File: src/asrd_pkg.sv
// shared types and constants of the alphabet sequence run detector
package asrd_pkg;

  // field widths
  localparam int CHAR_W   = 8;
  localparam int IDX_W    = 5;
  localparam int LEN_W    = 6;
  localparam int START_W  = 10;
  localparam int CFG_IDX_W = 3;
  localparam int CFG_DATA_W = 64;
  localparam int ALPHA_LEN_W = 6;

  // alphabet storage layout
  localparam int ALPHA_CHARS     = 32;
  localparam int CHARS_PER_WORD  = 8;
  localparam int ALPHA_WORD_BASE = 1;

  // configuration register indexes
  localparam logic [CFG_IDX_W-1:0] CFG_ALPHA_LEN   = 3'd0;
  localparam logic [CFG_IDX_W-1:0] CFG_ALPHA_WORD0 = 3'd1;
  localparam logic [CFG_IDX_W-1:0] CFG_ALPHA_WORD3 = 3'd4;

  // input opcodes
  localparam logic OP_CHAR = 1'b0;
  localparam logic OP_EOS  = 1'b1;

  // run limits
  localparam logic [LEN_W-1:0] MIN_RUN = 6'd3;
  localparam logic [LEN_W-1:0] LEN_MAX = 6'd63;

  // result of one alphabet lookup
  typedef struct packed {
    logic             hit;
    logic [IDX_W-1:0] idx;
  } lookup_t;

endpackage

File: src/asrd_lookup.sv
// lowercase folding and first-occurrence search in the configured alphabet
module asrd_lookup
  import asrd_pkg::*;
#(
  parameter int LOOKUP_N = 32
) (
  input  logic [CHAR_W-1:0]                 char_code,
  input  logic [LOOKUP_N-1:0][CHAR_W-1:0]   chars,
  input  logic [ALPHA_LEN_W-1:0]            alpha_len,
  output lookup_t                           res
);

  localparam logic [CHAR_W-1:0] UPPER_A   = 8'h41;
  localparam logic [CHAR_W-1:0] UPPER_Z   = 8'h5A;
  localparam logic [CHAR_W-1:0] CASE_BIT  = 8'h20;
  localparam logic [ALPHA_LEN_W-1:0] N_MAX = ALPHA_LEN_W'(LOOKUP_N);

  logic [CHAR_W-1:0]      ch_lc;
  logic [ALPHA_LEN_W-1:0] eff_len;
  logic [LOOKUP_N-1:0]    match;

  // ascii lowercase, other codes pass unchanged
  assign ch_lc = (char_code >= UPPER_A && char_code <= UPPER_Z) ?
                 (char_code | CASE_BIT) : char_code;

  // clamp the configured length to the stored alphabet
  assign eff_len = (alpha_len > N_MAX) ? N_MAX : alpha_len;

  // parallel compare against every live alphabet slot
  always_comb begin
    for (int k = 0; k < LOOKUP_N; k++) begin
      match[k] = (chars[k] == ch_lc) && (ALPHA_LEN_W'(k) < eff_len);
    end
  end

  // priority encode, lowest index wins
  always_comb begin
    res.hit = 1'b0;
    res.idx = '0;
    for (int k = LOOKUP_N - 1; k >= 0; k--) begin
      if (match[k]) begin
        res.hit = 1'b1;
        res.idx = IDX_W'(k);
      end
    end
  end

endmodule

File: src/alphabet_sequence_run_detector.sv
// top level of the alphabet sequence run detector
//
// Input channel (in_valid/in_ready): one beat per character, in_opcode low,
// or an end-of-string beat, in_opcode high. Characters are folded to ascii
// lowercase and looked up in the alphabet set up on the cfg_ port.
// Result channel (out_valid/out_ready): one beat per run of three or more
// alphabet indices stepping by +1 or -1, sent when the run breaks (mismatch,
// character outside the alphabet or end of string). End of string also
// clears the run state and the string position.
// A result leaves through the input register, then the result register,
// after the beat that breaks the run is accepted.
// Throughput: one beat per cycle unless stalled; the lookup and the state
// update sit in a single stage between the input register and the result
// register. A stalled receiver holds the result register; the input register
// still takes one more beat, then in_ready drops until the result is taken.
// Reset (rst_n low, synchronous) empties both registers, clears the run
// state and sets the alphabet length to zero. cfg_ writes take effect at once;
// the user makes them only while the block is idle; the block does not check it.
module alphabet_sequence_run_detector
  import asrd_pkg::*;
#(
  parameter int ALPHABET_MAX   = 32,
  parameter int MAX_STRING_LEN = 1024
) (
  input  logic                  clk,
  input  logic                  rst_n,
  // configuration
  input  logic                  cfg_wr_en,
  input  logic [CFG_IDX_W-1:0]  cfg_index,
  input  logic [CFG_DATA_W-1:0] cfg_wdata,
  // input channel
  input  logic                  in_valid,
  output logic                  in_ready,
  input  logic                  in_opcode,
  input  logic [CHAR_W-1:0]     in_char_code,
  // result channel
  output logic                  out_valid,
  input  logic                  out_ready,
  output logic [START_W-1:0]    out_match_start,
  output logic [LEN_W-1:0]      out_match_length,
  output logic [IDX_W-1:0]      out_alphabet_start,
  output logic                  out_ascending
);

  localparam int LOOKUP_N = (ALPHABET_MAX < ALPHA_CHARS) ? ALPHABET_MAX : ALPHA_CHARS;
  localparam int POS_W    = $clog2(MAX_STRING_LEN);
  localparam logic [POS_W-1:0] POS_MAX = POS_W'(MAX_STRING_LEN - 1);

  typedef enum logic [1:0] {
    MODE_SEARCH,
    MODE_START,
    MODE_SEQ
  } mode_t;

  // alphabet configuration
  logic [ALPHA_LEN_W-1:0]             alpha_len_r;
  logic [LOOKUP_N-1:0][CHAR_W-1:0]    chars_r;

  // input register
  logic                s1_valid_r;
  logic                s1_op_r;
  logic [CHAR_W-1:0]   s1_char_r;

  // run state
  mode_t               mode_r, mode_nxt;
  logic                prev_valid_r, prev_valid_nxt;
  logic [IDX_W-1:0]    prev_idx_r, prev_idx_nxt;
  logic [IDX_W-1:0]    run_start_idx_r, run_start_idx_nxt;
  logic [LEN_W-1:0]    run_len_r, run_len_nxt;
  logic                run_dir_r, run_dir_nxt;
  logic [POS_W-1:0]    run_start_pos_r, run_start_pos_nxt;
  logic [POS_W-1:0]    str_pos_r, str_pos_nxt;

  // result register
  logic                out_valid_r;
  logic [START_W-1:0]  out_match_start_r;
  logic [LEN_W-1:0]    out_match_length_r;
  logic [IDX_W-1:0]    out_alphabet_start_r;
  logic                out_ascending_r;

  lookup_t             lk;
  logic                advance;
  logic                emit;
  logic                emit_ok;
  logic                step_up;
  logic                step_dn;
  logic                step_want;

  asrd_lookup #(
    .LOOKUP_N (LOOKUP_N)
  ) u_lookup (
    .char_code (s1_char_r),
    .chars     (chars_r),
    .alpha_len (alpha_len_r),
    .res       (lk)
  );

  // handshake
  assign advance  = s1_valid_r && (!out_valid_r || out_ready);
  assign in_ready = rst_n && (!s1_valid_r || advance);

  // step direction against the previous index
  assign step_up = (mode_r != MODE_SEARCH) && prev_valid_r && lk.hit &&
                   ({1'b0, lk.idx} == ({1'b0, prev_idx_r} + 6'd1));
  assign step_dn = (mode_r != MODE_SEARCH) && prev_valid_r && lk.hit &&
                   (({1'b0, lk.idx} + 6'd1) == {1'b0, prev_idx_r});
  assign step_want = run_dir_r ? step_up : step_dn;
  assign emit_ok   = (mode_r == MODE_SEQ) && (run_len_r >= MIN_RUN);

  // next run state for the beat in the input register
  always_comb begin
    mode_nxt          = mode_r;
    prev_valid_nxt    = prev_valid_r;
    prev_idx_nxt      = prev_idx_r;
    run_start_idx_nxt = run_start_idx_r;
    run_len_nxt       = run_len_r;
    run_dir_nxt       = run_dir_r;
    run_start_pos_nxt = run_start_pos_r;
    str_pos_nxt       = str_pos_r;
    emit              = 1'b0;

    if (s1_op_r == OP_EOS) begin
      emit              = emit_ok;
      mode_nxt          = MODE_SEARCH;
      prev_valid_nxt    = 1'b0;
      prev_idx_nxt      = '0;
      run_start_idx_nxt = '0;
      run_len_nxt       = '0;
      run_dir_nxt       = 1'b0;
      run_start_pos_nxt = '0;
      str_pos_nxt       = '0;
    end else begin
      unique case (mode_r)
        MODE_START: begin
          if (step_up || step_dn) begin
            mode_nxt    = MODE_SEQ;
            run_dir_nxt = step_up;
            run_len_nxt = 6'd2;
          end else begin
            mode_nxt = MODE_SEARCH;
          end
        end
        MODE_SEQ: begin
          if (step_want) begin
            if (run_len_r < LEN_MAX) begin
              run_len_nxt = run_len_r + 6'd1;
            end
          end else begin
            emit     = emit_ok;
            mode_nxt = MODE_SEARCH;
          end
        end
        default: begin
          mode_nxt = MODE_SEARCH;
        end
      endcase

      if (!lk.hit) begin
        mode_nxt = MODE_SEARCH;
      end

      // a character in the alphabet opens a new run when none continues
      if (mode_nxt == MODE_SEARCH && lk.hit) begin
        mode_nxt          = MODE_START;
        run_start_idx_nxt = lk.idx;
        run_dir_nxt       = 1'b0;
        run_len_nxt       = 6'd1;
        run_start_pos_nxt = str_pos_r;
      end

      prev_valid_nxt = lk.hit;
      prev_idx_nxt   = lk.hit ? lk.idx : '0;
      if (str_pos_r < POS_MAX) begin
        str_pos_nxt = str_pos_r + POS_W'(1);
      end
    end
  end

  // configuration registers
  always_ff @(posedge clk) begin
    if (!rst_n) begin
      alpha_len_r <= '0;
      chars_r     <= '0;
    end else if (cfg_wr_en) begin
      if (cfg_index == CFG_ALPHA_LEN) begin
        alpha_len_r <= cfg_wdata[ALPHA_LEN_W-1:0];
      end
      for (int k = 0; k < LOOKUP_N; k++) begin
        if (cfg_index == CFG_IDX_W'(ALPHA_WORD_BASE + k / CHARS_PER_WORD)) begin
          chars_r[k] <= cfg_wdata[(k % CHARS_PER_WORD) * CHAR_W +: CHAR_W];
        end
      end
    end
  end

  // input register
  always_ff @(posedge clk) begin
    if (!rst_n) begin
      s1_valid_r <= 1'b0;
    end else if (in_valid && in_ready) begin
      s1_valid_r <= 1'b1;
    end else if (advance) begin
      s1_valid_r <= 1'b0;
    end
    if (in_valid && in_ready) begin
      s1_op_r   <= in_opcode;
      s1_char_r <= in_char_code;
    end
  end

  // run state and result register
  always_ff @(posedge clk) begin
    if (!rst_n) begin
      mode_r          <= MODE_SEARCH;
      prev_valid_r    <= 1'b0;
      prev_idx_r      <= '0;
      run_start_idx_r <= '0;
      run_len_r       <= '0;
      run_dir_r       <= 1'b0;
      run_start_pos_r <= '0;
      str_pos_r       <= '0;
      out_valid_r     <= 1'b0;
    end else begin
      if (advance) begin
        mode_r          <= mode_nxt;
        prev_valid_r    <= prev_valid_nxt;
        prev_idx_r      <= prev_idx_nxt;
        run_start_idx_r <= run_start_idx_nxt;
        run_len_r       <= run_len_nxt;
        run_dir_r       <= run_dir_nxt;
        run_start_pos_r <= run_start_pos_nxt;
        str_pos_r       <= str_pos_nxt;
        out_valid_r     <= emit;
      end else if (out_ready) begin
        out_valid_r     <= 1'b0;
      end
    end
    if (advance && emit) begin
      out_match_start_r    <= START_W'(run_start_pos_r);
      out_match_length_r   <= run_len_r;
      out_alphabet_start_r <= run_start_idx_r;
      out_ascending_r      <= run_dir_r;
    end
  end

  assign out_valid          = out_valid_r;
  assign out_match_start    = out_match_start_r;
  assign out_match_length   = out_match_length_r;
  assign out_alphabet_start = out_alphabet_start_r;
  assign out_ascending      = out_ascending_r;

endmodule

File: config.mk
export PLATFORM = sky130hd
export DESIGN_NAME = alphabet_sequence_run_detector
export DESIGN_NICKNAME = d
export VERILOG_FILES = /design/src/asrd_pkg.sv /design/src/asrd_lookup.sv /design/src/alphabet_sequence_run_detector.sv
export SDC_FILE = /design/constraint.sdc
export NUM_CORES = 1
export LEC_CHECK = 0
export ABC_CLOCK_PERIOD_IN_PS = 8510
export BUFFER_PORTS_ARGS = -buffer_cell sky130_fd_sc_hd__buf_2
export CORE_AREA = 2 2 210 212
export CTS_BUF_LIST = sky130_fd_sc_hd__clkbuf_8
export DETAILED_ROUTE_END_ITERATION = 6
export DIE_AREA = 0 0 212 214
export GPL_TIMING_DRIVEN = 0
export HOLD_SLACK_MARGIN = 0.1
export PLACE_DENSITY_LB_ADDON = 0.15
export SYNTH_ARGS = -nofsm -noshare
export SYNTH_HDL_FRONTEND = slang
export SYNTH_SLANG_ARGS = --single-unit
export TNS_END_PERCENT = 30
File: constraint.sdc
create_clock -name clk -period 8.51 [get_ports clk]
set_input_delay 0.4255 -clock clk [delete_from_list [all_inputs] [get_ports clk]]
set_output_delay 0.4255 -clock clk [all_outputs]
set_load 0.005 [all_outputs]
==> qor.yml, run 1 <==
r2r.worst_path.cells: 19
fin_setup_tns_ns: 0
synth_most_common_cell: "nand2_1"
ys_seq_elements: 335
finalNetCount: 2430
cts_buffers: 59
hold_path_class: "primary input to flip-flop"
drt_pre_antenna_iters: 5
cts_clock_pin_slew_for_the_worst_setup_and_hold_paths_ns: 0.06
p_per_area_nw_per_um2: 178
dieWidth_um: 212
cts_setup_buffers: 0
hold_ws_ns: 0.311
cts_max_level: 2
area_growth_from_synthesis_to_layout_pct: 18.0
netlist.top_cell.by_area: "dfxtp_1"
peakVddDrop_uv: 111
worstReg2RegEnd: "out_match_start[6]"
final_hold_viol_count: 0
wl_per_cell_um: 23.3
grt_total_ovfl: 0
total_leakage_power_uw: 0.00723
via_count: 16487
drtIter0Drc: 1668
synth_area_per_cell_um2: 8.10
min_period_ns: 7.25
antenna_found_initial: 2
setup_ws_ns: 1.26
vias_in_the_first_global_route: 15576
netlist.area_leader.share_pct: 35.7
status: "completed"
yosys.cell_types.count: 96
place.port_buffers: 103
core_region_area_um2: 42900
grt_first_pass_wirelength_um: 102000
yosysWarningCount: 0
worstSetupStartpoint: "s1_char_r[2]"
dieArea_um2: 45400
timing.critical_path.required_ns: 8.73
io_pins: 105
detailroute.wirelength.met2_um: 31100
synthesis.area_um2: 17000
place_ws_ns: 1.35
ys_async_sr_fraction_pct: 0
synth_top_cells_by_area: "dfxtp_1 36%, nand2_1 12%, a21oi_1 8.6%"
synthCells: 2103
ant_nets: 0
sequential_group_share_of_total_power_pct: 46.2
total_switching_power_uw: 1050
clock_tree.buffer_depth: 3
synth.cells.most_frequent: "556 x nand2_1, 304 x dfxtp_1, 292 x a21oi_1, 137 x xnor2_1, 102 x xor2_1"
critPathKind: "flip-flop to flip-flop"
worst-endpoint-arrival_ns: 7.46
reg2reg_slack_ns: 1.26
clk_root_buffer_cell: "clkbuf_8"
setup_viol: 0
final.period_utilization_pct: 85.2
power.switching_fraction_pct: 29.3
floorplan.rows: 76
worst_path_largest_cell_delay_ns: 0.74
routed-wl-met3_um: 4800
synth.net_count: 2191
pwr-share-comb_pct: 14.5
dominantRegCellSynth: "dfxtp_1"
rsz_0062_raised_after_global_routing: "false"
timing.critical_path.from_type: "flip-flop"
place.detailed.hpwl_um: 49700
crit_path_cell_trace: "buf_2 -> buf_4 -> buf_2 -> xor2_1 -> nor3_1 -> o2111ai_1 -> a211oi_1 -> a2111oi_0 -> o31ai_1 -> nand4_1 -> a21oi_1 -> inv_1 -> ha_1 -> xor2_1 -> nor4b_1 -> nand3_1 -> or4_1 -> and2_1 -> o2111a_1"
synth_enable_flop_cells: 31
grt_util_all_layers_pct: 30.3
initial_core_utilization_pct: 39.7
dieHeight_um: 214
share_clk_of_total_power_pct: 39.3
slew_headroom_pct: 3.73
setup.worst_path.end: "out_match_start[6]"
r2r-start: "s1_char_r[2]"
gp_congestion: 0.994
n_antenna_cell: 0
path_max_fanout: 23
worst_pin_slew_ns: 1.44
clock.fmax_mhz: 138
grt_max_degree: 24
route.detailed.drc: 0
internal-power_uw: 2530
timing.critical_path.to_type: "flip-flop"
route.top_layer_used: "met4"
numClockSinks: 335
crit_slowest_cell: "a211oi_1"
worstSkewPairLatency_ns: 0.67
post_drt_via_cell_ratio: 5.56
timing.clock.skew_ns: 0.0291
final_max_slew_viol_count: 0
tritoncts: "done"
wl_met1_um: 30700
post_cts.resized_instances: 0
drive_above_1_share_pct: 11.0
share_of_the_yosys_chip_area_belonging_to_registers_pct: 41.2
totalWireLength_um: 69200
cap_violations: 0
[registers in the layout, indices dropped and copies added (netlist names), 2 cells and up]
register	cells
alpha_len_r	6
chars_r	256
mode_r	2
out_alphabet_start	5
out_match_length	6
out_match_start	10
prev_idx_r	5
run_len_r	6
run_start_idx_r	5
run_start_pos_r	10
s1_char_r	8
str_pos_r	10
[power by group through the flow]
stage	combinational [uW]	sequential, uW	clock (uW)
floorplan	292	1670	0
global placement	476	1680	0
detailed placement	478	1680	0
CTS	507	1650	1430
global route	548	1650	1500
finish	516	1650	1410
[cells in the final DEF (no fill, tap or decap), types with 9 or more instances in the layout]
cell,instances
nor4_1,23
nand2b_1,14
nand4_1,37
a22oi_1,12
edfxtp_1,31
o21ai_0,23
nand3_1,31
buf_6,10
or3_1,20
and2_1,9
a22o_1,21
nor2_1,70
o221ai_1,9
a21oi_1,292
nand2_1,556
clkbuf_1,93
nor2b_1,14
clkbuf_8,69
o31ai_1,9
inv_1,50
xor2_1,102
dlygate4sd3_1,75
xnor2_1,137
a211oi_1,13
nor3_1,28
buf_2,124
buf_4,13
dfxtp_1,304
[worst min-delay path by stage]
stage | start | end | depth (start not counted)
6_report | rst_n | prev_idx_r[4] | 3
2_1_floorplan | run_dir_r | out_ascending | 0
4_1_cts | rst_n | prev_idx_r[4] | 3
5_1_grt | rst_n | prev_idx_r[4] | 3
3_5_place_dp | run_start_pos_r[9] | out_match_start[9] | 0
3_3_place_gp | run_dir_r | out_ascending | 0
[area by class of cell]
| type | count | area [um^2] |
|---|---|---|
| fill | 4310 | 22800 |
| buffer | 144 | 691 |
| multi-input combinational | 1599 | 9230 |
| clock buffer | 69 | 950 |
| tap | 585 | 732 |
| timing repair buffer | 178 | 1270 |
| sequential | 335 | 7020 |
| clock inverter | 31 | 125 |
| inverter | 25 | 93.8 |
[cell families after synthesis]
kind of cell / count (synthesis) / share of synthesized area, %
flip-flops: 335 / 41.2
multiplexers: 8 / 0.477
buffers and inverters: 169 / 4.61
XOR/XNOR: 239 / 12.3
AO/OA/AOI/OAI: 486 / 18.3
AND/OR/NAND/NOR: 859 / 22.6
adder cells (fa/ha/maj): 7 / 0.514
[per-stage QoR]
stage	cells	instance area (um^2)	power (uW)	util, %
after global placement	2791	18300	2160	42.6
after global routing	2966	20100	3700	46.9
final	2966	20100	3570	46.9
after floorplan	2103	17000	1970	-
after CTS	2966	20100	3580	46.9
after detailed placement	2791	18300	2160	42.6
[worst max-delay path, delay by kind of cell, from the launching register on]
family                     cells  cell delay, ns
buffers and inverters          4            1.46
DFF                            1            0.32
AOI/OAI and AO/OA              6            2.65
xor gates and xnor gates       2            0.28
adders and majority gates      1            0.34
and+or+nand+nor                6            1.72
[what timing repair did]
item,CTS,global route
hold buffers,75,0
setup endpoints to repair,0,0
endpoints found under the hold margin,267,0
[per-layer routing]
metal / GRT usage [%] / vias up
met2: 47.9 / 676
met3: 4.88 / 127
met4: 11.0 / 0
met1: 41.6 / 7981
met5: 0 / -
li1: - / 7703
Note: power is estimated with default switching activity, not from simulation.
==> run 2: changes to the inputs <==
- CTS_BUF_LIST: sky130_fd_sc_hd__clkbuf_8 -> sky130_fd_sc_hd__clkbuf_16
==> qor.yml, run 2 (synthesis gave the netlist of run 1 again) <==
grt_first_pass_wirelength_um: 100000  # -1.2%
timing.critical_path.required_ns: 8.63  # -0.10 ns
drive_above_1_share_pct: 11.0  # +0.044 points
totalWireLength_um: 68600  # -0.85%
path_max_fanout: 23  # unchanged
postCtsHoldBufs: 10  # -87%
worst-endpoint-arrival_ns: 7.46  # about the same
drtIter0Drc: 1661  # -0.42%
multi_input_comb_area_um2: 9230  # unchanged
cap_violations: 0  # unchanged
layout_commonest_cell: "nand2_1"
wl_per_cell_um: 23.9  # +2.3%
total_leakage_power_uw: 0.00699  # -3.3%
mostFrequentLayoutCells: "556 x nand2_1, 304 x dfxtp_1, 292 x a21oi_1"
dieArea_um2: 45400  # unchanged
clock_tree.buffer_depth: 3  # unchanged
gp_congestion: 0.994  # unchanged
area_growth_from_synthesis_to_layout_pct: 15.7
drt_pre_antenna_iters: 6  # +1
utilization_pct: 45.9  # -0.95 points
place.port_buffers: 103  # unchanged
grt_total_ovfl: 0  # unchanged
numClockSinks: 335  # unchanged
cts_clock_pin_slew_for_the_worst_setup_and_hold_paths_ns: 0.06  # about the same
antenna_found_initial: 2  # unchanged
via_count: 16136  # -2.1%
final.period_utilization_pct: 86.3  # +1.1 points
post_drt_via_cell_ratio: 5.61  # +0.97%
finalNetCount: 2346  # -3.5%
ant_nets: 0  # unchanged
timing.clock.skew_ns: 0.0184  # -0.0107 ns
route.detailed.drc: 0  # unchanged
clk_root_buffer_cell: "clkbuf_16"
tritoncts: "done"
largest-register: "chars_r"
cts_buffers: 40  # -32%
timing.critical_path.from_type: "flip-flop"
io_pins: 105  # unchanged
final-seq-area_um2: 7020  # unchanged
setup_viol: 0  # unchanged
dieWidth_um: 212  # unchanged
min_period_ns: 7.34  # +0.0940 ns
fillerInstances: 4317  # +0.16%
vias_in_the_first_global_route: 15077  # -3.2%
reg2reg_slack_ns: 1.17  # -0.09 ns
core_region_area_um2: 42900  # unchanged
final_hold_viol_count: 0  # unchanged
status: "completed"
p_per_area_nw_per_um2: 198  # +11%
cts_setup_buffers: 0  # unchanged
clock.fmax_mhz: 136  # -1.3%
n_antenna_cell: 0  # unchanged
critPathKind: "flip-flop to flip-flop"
final_max_slew_viol_count: 0  # unchanged
hold_path_class: "primary input to flip-flop"
cts_max_level: 2  # unchanged
worst_pin_slew_ns: 1.41  # -0.0327 ns
worstSkewPairLatency_ns: 0.57  # -0.10 ns
post_cts.resized_instances: 0  # unchanged
dieHeight_um: 214  # unchanged
rsz_0062_raised_after_global_routing: "false"
peakVddDrop_uv: 143  # +29%
initial_core_utilization_pct: 39.7  # unchanged
floorplan.rows: 76  # unchanged
fin_setup_tns_ns: 0  # unchanged
timing.critical_path.to_type: "flip-flop"
grt_max_degree: 24  # unchanged
grt_util_all_layers_pct: 30.0  # -0.29 points
slew_headroom_pct: 5.91  # +2.2 points
largest_reg_flops: 256  # unchanged
place.detailed.hpwl_um: 49700  # unchanged
[run 2: cell count changes in the layout (fill, tap and decap cells not counted)]
cell	previous run	this run
inv_1	50	29
clkinvlp_4	1	0
dlygate4sd3_1	75	10
clkbuf_16	0	41
clkinv_2	4	15
inv_6	0	4
clkbuf_8	69	0
bufinv_16	0	5
clkinv_1	0	4
[run 2: final timing paths]
check                                   startpoint            endpoint  cells after the start
worst max-delay path                  s1_char_r[2]  out_match_start[9]                     19
worst min-delay path                 cfg_wdata[27]        chars_r[155]                      3
worst min register to register  run_start_pos_r[2]  out_match_start[2]                      0
worst max register to register        s1_char_r[2]  out_match_start[9]                     19
[run 2: metrics by stage]
| stage | hold slack (ns) | cells | power, uW | setup slack [ns] | area (um^2) |
|---|---|---|---|---|---|
| 2_1_floorplan | 0.406 | 2103 | 1970 | 3.73 | 17000 |
| 3_3_place_gp | 0.414 | 2791 | 2160 | 1.47 | 18300 |
| 3_5_place_dp | 0.420 | 2791 | 2160 | 1.35 | 18300 |
| 4_1_cts | 0.111 | 2875 | 3910 | 1.33 | 19700 |
| 5_1_grt | 0.126 | 2875 | 4010 | 0.846 | 19700 |
| 6_report | 0.136 | 2875 | 3890 | 1.17 | 19700 |
[run 2: power breakdown]
| group | internal, uW | leakage, uW | switching (uW) |
|---|---|---|---|
| Combinational | 159 | 0.00354 | 334 |
| Sequential | 1620 | 0.00277 | 27.1 |
| Clock | 1030 | 0.000686 | 717 |
[run 2: cell type report]
cell class	count	share of cell area (%)
multi-input combinational	1599	46.9
clock inverter	33	1.49
buffer	144	3.51
clock buffer	41	5.21
timing repair buffer	113	3.12
sequential	335	35.6
inverter	25	0.476
tap	585	3.72
[run 2: worst max-delay path, stage by stage, from the launching register on]
cell and delay, ns:
edfxtp_1 0.32, buf_2 0.31, buf_4 0.42, buf_2 0.56, xor2_1 0.14, nor3_1 0.57, o2111ai_1 0.21, a211oi_1 0.74
a2111oi_0 0.22, o31ai_1 0.33, nand4_1 0.14, a21oi_1 0.54, inv_1 0.19, ha_1 0.34, xor2_1 0.14, nor4b_1 0.24
nand3_1 0.18, or4_1 0.45, and2_1 0.18, o2111a_1 0.66
[run 2: routing by layer]
metal,GRT usage (%),share of wire (%),vias to the layer above
met3,4.54,7.5,109
li1,-,-,7554
met2,47.5,45,621
met4,10.1,3.6,0
met5,0,0,-
met1,41.7,44,7852
==> run 3: changes to the inputs <==
- CORE_AREA: 2 2 210 212 -> 2 2 242 244
- DIE_AREA: 0 0 212 214 -> 0 0 244 246
- TNS_END_PERCENT: 30 -> 100
==> qor.yml, run 3 (synthesis gave the netlist of run 1 again) <==
total_power_uw: 3830  # -1.7%
final_max_slew_viol_count: 0  # unchanged
cts_buffers: 41  # +2.5%
setup_ws_ns: 0.986  # -0.183 ns
sequential_group_share_of_total_power_pct: 43.1  # +0.7 points
fin_setup_tns_ns: 0  # unchanged
p_per_area_nw_per_um2: 193  # -2.4%
share_clk_of_total_power_pct: 43.8  # -1.1 points
worstReg2RegEnd: "out_alphabet_start[0]"
hold_path_startpoint: "cfg_wdata[29]"
worst_pin_slew_ns: 1.40  # -0.00592 ns
grt_first_pass_wirelength_um: 104000  # +3.8%
clk_root_buffer_cell: "clkbuf_16"
grt_max_degree: 24  # unchanged
place.detailed.hpwl_um: 53400  # +7.5%
route.detailed.drc: 0  # unchanged
place.port_buffers: 103  # unchanged
dpl-instance-area_um2: 18500  # +1.2%
dieArea_um2: 60000  # +32%
setup_viol: 0  # unchanged
path_max_fanout: 23  # unchanged
initial_core_utilization_pct: 29.7  # -10 points
final.period_utilization_pct: 88.4  # +2.1 points
worstSetupStartpoint: "s1_char_r[2]"
min_period_ns: 7.52  # +0.183 ns
cts_max_level: 2  # unchanged
cts_clock_pin_slew_for_the_worst_setup_and_hold_paths_ns: 0.06  # about the same
hold_path_class: "primary input to flip-flop"
finalNetCount: 2347  # +0.043%
drtIter0Drc: 1210  # -27%
mostFrequentLayoutCells: "556 x nand2_1, 304 x dfxtp_1, 292 x a21oi_1"
worst-endpoint-arrival_ns: 7.67  # +0.21 ns
postLayoutCellArea_um2: 19800  # +0.68%
fillerInstances: 6073  # +41%
timing.critical_path.to_type: "flip-flop"
wl_per_cell_um: 23.8  # -0.24%
grt_total_ovfl: 0  # unchanged
final_hold_viol_count: 0  # unchanged
ant_nets: 0  # unchanged
drt_pre_antenna_iters: 5  # -1
largest_reg_flops: 256  # unchanged
cap_violations: 0  # unchanged
hold_ws_ns: 0.124  # -0.0120 ns
cts_setup_buffers: 0  # unchanged
rsz_0062_raised_after_global_routing: "false"
grt_util_all_layers_pct: 23.8  # -6.2 points
layout_commonest_cell: "nand2_1"
post_cts.resized_instances: 0  # unchanged
total_leakage_power_uw: 0.00693  # -0.88%
slew_headroom_pct: 6.31  # +0.40 points
timing.critical_path.required_ns: 8.66  # +0.03 ns
io_pins: 105  # unchanged
post_drt_via_cell_ratio: 5.18  # -7.7%
postCtsHoldBufs: 10  # unchanged
largest-register: "chars_r"
clock.fmax_mhz: 133  # -2.4%
worst_hold_path.endpoint: "chars_r[93]"
timing.clock.skew_ns: 0.0142  # -0.00422 ns
reg2reg_slack_ns: 0.99  # -0.18 ns
clock_tree.buffer_depth: 3  # unchanged
vias_in_the_first_global_route: 15098  # +0.14%
internal-power_uw: 2740  # -2.5%
place_ws_ns: 1.14  # -0.209 ns
gp_congestion: 0.968  # -2.6%
via_count: 15781  # -2.2%
dieHeight_um: 246  # +15%
r2r.worst_path.cells: 19  # unchanged
total_switching_power_uw: 1080  # +0.28%
status: "completed"
timing.critical_path.from_type: "flip-flop"
peakVddDrop_uv: 127  # -11%
r2r-start: "s1_char_r[2]"
floorplan.rows: 88  # +16%
dieWidth_um: 244  # +15%
power.switching_fraction_pct: 28.3  # +0.56 points
worstSkewPairLatency_ns: 0.58  # about the same
totalWireLength_um: 72500  # +5.7%
antenna_found_initial: 0  # -2
pwr-share-comb_pct: 13.0  # +0.3 points
tritoncts: "done"
drive_above_1_share_pct: 10.6  # -0.48 points
n_antenna_cell: 0  # unchanged
area_growth_from_synthesis_to_layout_pct: 16.4
critPathKind: "flip-flop to flip-flop"
worstHoldPathCells: 3  # unchanged
core_region_area_um2: 57400  # +34%
numClockSinks: 335  # unchanged
==> run 3: metrics by stage <==
stage,utilization (%),instances
floorplan,-,2103
global placement,32.3,2971
detailed placement,32.3,2971
CTS,34.6,3046
global route,34.6,3046
finish,34.6,3046
==> run 3: cell type report <==
| type | count | area, um^2 | area share (%) |
|---|---|---|---|
| clock buffer | 41 | 1030 | 5.17 |
| sequential | 335 | 7020 | 35.4 |
| buffer | 144 | 691 | 3.48 |
| inverter | 25 | 93.8 | 0.473 |
| tap | 765 | 957 | 4.83 |
| multi-input combinational | 1599 | 9230 | 46.5 |
| timing repair buffer | 113 | 616 | 3.10 |
| clock inverter | 24 | 203 | 1.02 |
==> run 3: worst max path at each step <==
stage / end / slack (ns) / depth (start not counted)
after detailed placement: out_valid / 1.14 / 21
after global routing: out_valid / 0.72 / 21
final: out_alphabet_start[0] / 0.99 / 19
after floorplan: out_alphabet_start[0] / 3.73 / 18
after global placement: out_valid / 1.13 / 21
after CTS: out_match_length[2] / 1.11 / 19
==> run 3: power groups by stage <==
| stage | Clock, uW | Sequential, uW | Combinational (uW) |
|---|---|---|---|
| 2_1_floorplan | 0 | 1670 | 292 |
| 3_3_place_gp | 0 | 1680 | 488 |
| 3_5_place_dp | 0 | 1680 | 490 |
| 4_1_cts | 1710 | 1650 | 495 |
| 5_1_grt | 1770 | 1650 | 531 |
| 6_report | 1680 | 1650 | 498 |
==> run 3: metal layers <==
metal	share of wire (%)	track usage, %	vias up
li1	-	-	7535
met1	44	31.1	7637
met2	46	39.7	488
met3	5.0	3.04	121
met4	4.1	9.59	0
met5	0	0	-
==> run 3: critical path, cell delays in order, from the launching register on <==
cell and delay (ns):
edfxtp_1 0.31, buf_2 0.33, buf_4 0.41, buf_2 0.54, xor2_1 0.12, nor3_1 0.48
o2111ai_1 0.19, a211oi_1 0.92, a2111oi_0 0.24, o31ai_1 0.33, nand4_1 0.16, a21oi_1 0.53
inv_1 0.19, ha_1 0.34, xor2_1 0.16, nor4b_1 0.32, nand3_1 0.20, or4_1 0.45
and2_1 0.17, o2111a_1 0.64
